$ cat src/hw/rtl/csb_pkg.sv
// Shared constants, codes and controller/datapath interface types for the stamp blitter.
package csb_pkg;

	// Frame store geometry
	localparam int MAX_WIDTH  = 256;
	localparam int MAX_HEIGHT = 256;
	localparam int X_BITS     = $clog2(MAX_WIDTH);
	localparam int Y_BITS     = $clog2(MAX_HEIGHT);
	localparam int ADDR_W     = X_BITS + Y_BITS;
	localparam int DEPTH      = MAX_WIDTH * MAX_HEIGHT;

	// Stamp geometry
	localparam int STAMP_MAX  = 64;
	localparam int CNT_W      = $clog2(STAMP_MAX);
	localparam int SIZE_W     = 7;

	// Field widths
	localparam int POS_W      = 11;
	localparam int COORD_W    = POS_W + 1;
	localparam int DIM_W      = 9;
	localparam int PIX_W      = 32;
	localparam int PROD_W     = 2 * PIX_W;
	localparam int FRAC_W     = 16;
	localparam int SCL_W      = PROD_W - FRAC_W;
	localparam int SUM_W      = SCL_W + 1;

	// Operation codes
	localparam logic [1:0] FUNC_ADD   = 2'd0;
	localparam logic [1:0] FUNC_BLANK = 2'd1;
	localparam logic [1:0] FUNC_READ  = 2'd2;
	localparam logic [1:0] FUNC_NONE  = 2'd3;

	// Configuration register indexes
	localparam int CFG_IDX_W = 2;
	localparam logic [CFG_IDX_W-1:0] REG_FRAME_WIDTH  = 2'd0;
	localparam logic [CFG_IDX_W-1:0] REG_FRAME_HEIGHT = 2'd1;

	// Controller to datapath commands
	typedef struct packed {
		logic clr_en;    // write zero at the sweep address, advance sweep
		logic capture;   // accept the beat on the input ports
		logic mem_rd;    // read the frame pixel, form the product
		logic round_en;  // round the product back to Q16.16
		logic commit;    // write back and/or present the read result
	} csb_cmd_t;

	// Datapath to controller status
	typedef struct packed {
		logic clr_last;  // sweep is at the last frame address
	} csb_status_t;

endpackage

$ cat src/hw/rtl/csb_ctrl.sv
// Sequencer for the stamp blitter: clearing sweep, then one item at a time.
module csb_ctrl
	import csb_pkg::*;
(
	input  logic        clk,
	input  logic        arst_n,
	input  logic        start,
	output logic        busy,
	input  csb_status_t status,
	output csb_cmd_t    cmd
);

	localparam logic [2:0] ST_CLEAR = 3'd0;
	localparam logic [2:0] ST_IDLE  = 3'd1;
	localparam logic [2:0] ST_READ  = 3'd2;
	localparam logic [2:0] ST_ROUND = 3'd3;
	localparam logic [2:0] ST_WRITE = 3'd4;

	logic [2:0] state_q;
	logic [2:0] state_d;

	// Next state and command decode
	always_comb begin
		state_d = state_q;
		cmd     = '0;
		unique case (state_q)
			ST_CLEAR: begin
				cmd.clr_en = 1'b1;
				if (status.clr_last) state_d = ST_IDLE;
			end
			ST_IDLE: begin
				if (start) begin
					cmd.capture = 1'b1;
					state_d     = ST_READ;
				end
			end
			ST_READ: begin
				cmd.mem_rd = 1'b1;
				state_d    = ST_ROUND;
			end
			ST_ROUND: begin
				cmd.round_en = 1'b1;
				state_d      = ST_WRITE;
			end
			ST_WRITE: begin
				cmd.commit = 1'b1;
				state_d    = ST_IDLE;
			end
			default: begin
				state_d = ST_CLEAR;
			end
		endcase
	end

	always_ff @(posedge clk or negedge arst_n) begin
		if (!arst_n) begin
			state_q <= ST_CLEAR;
		end else begin
			state_q <= state_d;
		end
	end

	assign busy = (state_q != ST_IDLE);

endmodule

$ cat config.mk
export PLATFORM = sky130hd
export DESIGN_NAME = csb_ctrl
export DESIGN_NICKNAME = d
export VERILOG_FILES = /design/src/hw/rtl/csb_pkg.sv /design/src/hw/rtl/csb_ctrl.sv
export SDC_FILE = /design/constraint.sdc
export NUM_CORES = 1
export LEC_CHECK = 0
export ABC_AREA = 1
export BUFFER_PORTS_ARGS = -buffer_cell sky130_fd_sc_hd__buf_2
export CAP_MARGIN = 20
export CELL_PAD_IN_SITES_DETAIL_PLACEMENT = 1
export CELL_PAD_IN_SITES_GLOBAL_PLACEMENT = 1
export CORE_AREA = 2 2 39 41
export CTS_BUF_LIST = sky130_fd_sc_hd__clkbuf_8
export DETAILED_ROUTE_END_ITERATION = 6
export DIE_AREA = 0 0 41 43
export PLACE_DENSITY = 0.54
export SLEW_MARGIN = 30
export SYNTH_ARGS = -nofsm -noshare
export SYNTH_HDL_FRONTEND = slang
export SYNTH_SLANG_ARGS = --single-unit
$ cat constraint.sdc
create_clock -name clk -period 0.9 [get_ports clk]
set_input_delay 0 -clock clk [delete_from_list [all_inputs] [get_ports clk]]
set_output_delay 0 -clock clk [all_outputs]
set_load 0.01 [all_outputs]
-- Yosys cells after proc, flatten, opt, wreduce, memory -nomap -nowiden
Cells that the tools add are included.
Widths: inputs -> output; s select.
- logic and storage cells: 19
- output and inout bits: 6
- register bits: 3
- multiplexer cells: 9
- reduce and logical (&&, ||, !) cells: 2
- equality and inequality tests: 7
- operator list (operator ; number):
    $pmux 3 s5 ; 1
    $eq 3x2->1 const B ; 2
    $mux 1 ; 6
    $mux 3 ; 2
    $ne 2x2->1 const B ; 2
    $eq 3x1->1 const B ; 1
    $eq 3x3->1 const B ; 1
    $logic_not 3->1 ; 1
    $ne 3x1->1 const B ; 1
    $reduce_and 2->1 ; 1

-- Depth between registers and ports, before layout
- depth in word-level cells: 3
- mapped depth: 5
- gate-level depth less buffers: 5

-- Worst setup path after synthesis
OpenSTA, ideal clock, no wires.
- kind: register to register
- start point: register state_q[0]
- end point: register state_q[0]
- clock period less this slack: 0.869 ns
- data arrival time: 0.746 ns
- stages on the path, launching flop included: 5
- slack: 0.031 ns
- setup time: 0.123 ns
- required time: 0.777 ns
- path through: dfrtp_1 -> nor2_1 -> nand2_1 -> nor2_1 -> o21ai_1
- longest elaborated chain between the ends: 3
- elaborated cells on any way between the ends: 9
- those cells by class: eq/ne: 6; mux: 1; reduce/logical: 2
- ends and longest elaborated chain (element ; RTL line ; RTL):
    start, declared ; csb_ctrl.sv:19 ; logic [2:0] state_q;
    start signal, assigned ; csb_ctrl.sv:59 ; state_q <= state_d;
    $eq 3x1->1 / $logic_not 3->1 (equally long branches) ; csb_ctrl.sv:26 ; unique case (state_q)
    $ne 2x2->1 (no line) ; -- ;
    $reduce_and 2->1 (no line) ; -- ;
Parallel ways exist; a longest one is shown, timed or not.
A chain may end at the register's enable or synchronous reset.

==> flow_summary.ini <==
[outcome]
result_of_the_run = complete, but fails checks
failed_checks = negative setup slack

[die]
die_h_um = 43
fp.dieArea_um2 = 1760
fp.coreArea_um2 = 1380
die_width_um = 41
fp-row-count = 14
pin_count = 10
start_util_pct = 13.1

[worst_setup_path]
ff2ff_setup_slack_ns = -0.08
rr_worst_depth = 5
reg_to_reg_critical_path_endpoint = state_q[1]
data_required_time_of_the_worst_path_ns = 0.90
crit_path_max_incr_delay_ns = 0.44
cp_max_fo = 4
slowest_cell_on_the_critical_path = dfrtp_2
r2r-start = state_q[0]
crit_arrival_ns = 1.02
cp-start-kind = flip-flop
end_kind = primary output
worstSetupPathType = flip-flop to primary output
timing.critical_path.cells = inv_4, nand3_4, nor2_1, buf_2

[power]
max-vdd-ir-drop_v = 0.00111
power_density_of_the_placed_cells_nw_per_um2 = 3900
total_leakage_power_uw = 0.000216

[sta]
finalWorstPathRequiredPeriod_ns = 1.02
layout_setup_ws_ns = -0.120
timing.final.crit_share_pct = 113
drv_slew = 0
clock.fmax_ghz = 0.980
fin_skew_ns = 0.000727
timing_hold_violations_final = 0
worst_slew_margin_rel_pct = 88.7
setup-violations-final = 8
tns_ns = -0.752
worst-slew-pin-transition_ns = 0.168
rsz0062_at_grt = true

[route]
vias = 241
firstDrtPassIters = 4
drt_drc_violations_left = 0
wl_per_cell_um = 8.63
drt_wl_total_um = 535
detailedRoute.firstIterationViolations = 8
route.detailed.vias_per_inst = 3.89
ant_nets = 0

[global_routing]
number_of_antenna_violations_at_the_first_check_in_global_routing = 0
wire_length_of_the_first_global_routing_pass_um = 959
pin_count_of_the_biggest_net_entering_global_routing = 8
grt_overflow = 0
grtUsageTotal_pct = 8.24
vias_in_the_first_global_route = 238

[synth]
post_synthesis_share_of_cell_area_spent_on_xor_and_xnor_gates_pct = 0
yosys-mux-area-fraction_pct = 0
synthCells = 26
yosysSeqAreaShare_pct = 41.4
ys_types = 11
mappedNetlistArea_um2 = 181
yosysTopAreaCell = dfrtp_1
combinational_family_with_the_most_area_after_synthesis = simple AND/OR/NAND/NOR gates
synth_compound_gate_area_share_pct = 5.52
synth-seq-cells = 3
synth.yosys.warnings = 0
avgSynthCellArea_um2 = 6.98
synth_fa_ha_area_share_pct = 0
synth_simple_gate_area_share_pct = 38.6
synth_top_area_share_pct = 41.4
yosys-top-cells-area = dfrtp_1 (41%), nor3_1 (8.3%), inv_1 (8.3%)
syn-num-nets = 30

[hold_path]
hold_end = state_q[0]
hold-path-cell-count = 3
timing.hold.worst.class = input port to flip-flop
hp-start = status

[clocking]
cts.clk_slew.worst_paths_ns = 0.03
max-clock-path-buffers = 2
root_buf_cell = clkbuf_8
numCtsBuffers = 3
clk_latency_ns = 0.21
cts_tree = done
cts_max_level = 1
cts_sinks = 3

[layout]
biggestRegsByFlops = state_q x3
final_core_utilization_pct = 28.7
largest_register_ff_count = 3
max_flop_register = state_q
antenna_cells = 0
design_area_um2 = 397
final_layout_size_suffix_gt1_share_pct = 65.2
flow.area_growth_from_synthesis_pct = 119
layout.cells.non_filler = 62
nNetsFinal = 51

[place]
placement.io_buffers = 9
pre_cts_slack_ns = -0.0317
gpl.final_weighted_congestion = 0.652
dpl-instance-area_um2 = 269
placed_cells_incl_taps = 54
place_hpwl_um = 408

[run]
drv_cap = 0
-- Yosys cell counts (all sizes together) --
cell type,number
nand3b,1
inv,7
nand3,2
nand2,3
dfrtp,3
o21ai,2
nor3,3
nor2,4
nand4,1
-- report_power, final --
| part | internal [µW] | switching, µW | total (µW) |
|---|---|---|---|
| clock network | 290 | 86.7 | 377 |
| registers | 206 | 94.4 | 300 |
| logic | 429 | 442 | 871 |
-- timing repair --
item                                   CTS  global route
hold buffers                             1             0
endpoints found under the hold margin    3             0
setup endpoints to repair                8             8
gates resized for setup                  4            10
setup buffers                            1             2
pin swaps                                0             3
-- worst max-delay path by stage --
| stage | start | end | slack (ns) |
|---|---|---|---|
| 5_1_grt | state_q[2] | cmd[3] | -0.19 |
| 3_5_place_dp | state_q[2] | state_q[1] | -0.03 |
| 3_3_place_gp | state_q[0] | state_q[0] | -0.03 |
| 4_1_cts | state_q[2] | cmd[2] | -0.15 |
| 6_report | state_q[1] | cmd[3] | -0.12 |
| 2_1_floorplan | state_q[0] | state_q[0] | 0.03 |
-- logic make-up after synthesis --
kind of cell           Yosys count
AO/OA/AOI/OAI                    2
buffers and inverters            7
flip-flops                       3
AND/OR/NAND/NOR                 14
-- cell usage in the layout (no fill, tap or decap) --
| master | netlist | layout |
|---|---|---|
| inv_2 | 3 | 1 |
| inv_1 | 4 | 5 |
| buf_6 | 0 | 3 |
| dfrtp_2 | 0 | 2 |
| nand4_1 | 1 | 1 |
| nand2_1 | 3 | 3 |
| dfrtp_1 | 3 | 1 |
| clkbuf_8 | 0 | 3 |
| nor2_1 | 4 | 2 |
| nor3_1 | 3 | 1 |
| inv_4 | 0 | 2 |
| nor3_2 | 0 | 2 |
| nor2_2 | 0 | 2 |
| o21ai_1 | 2 | 1 |
| nand3_4 | 0 | 1 |
| o21ai_2 | 0 | 1 |
| dlygate4sd3_1 | 0 | 1 |
| nand3_2 | 1 | 1 |
| nand3b_1 | 1 | 1 |
| buf_4 | 0 | 3 |
| buf_2 | 0 | 9 |
-- critical path: cells and delay by family, from the launching register on --
kind / cells / cell delay (ns)
buffers and inverters: 2 / 0.23
flip-flops: 1 / 0.44
AND/OR/NAND/NOR: 2 / 0.15
-- through the flow --
stage,power (µW),hold slack (ns)
after floorplan,618,-0.296
after global placement,874,-0.204
after detailed placement,886,-0.201
after CTS,1400,0.0495
after global routing,1680,0.0912
final,1550,0.0469
-- cell type report --
type,instances,area [µm²]
clock buffers,3,41.3
clock inverters,1,3.75
repair buffers,16,111
fillers,177,987
flip-flops and latches,3,77.6
inverters,7,31.3
multi-input cells,16,111
well taps,16,20.0
-- routing by layer --
| layer | vias to the layer above | share of wire [%] | track usage (%) | wire length [µm] |
|---|---|---|---|---|
| li1 | 122 | - | - | - |
| met1 | 109 | 39 | 9.03 | 208 |
| met2 | 8 | 53 | 12.2 | 283 |
| met3 | 2 | 5.6 | 3.14 | 30 |
| met4 | 0 | 2.4 | 6.00 | 13 |
| met5 | - | 0 | 0 | 0 |
Power figures use the tool's default switching activity.
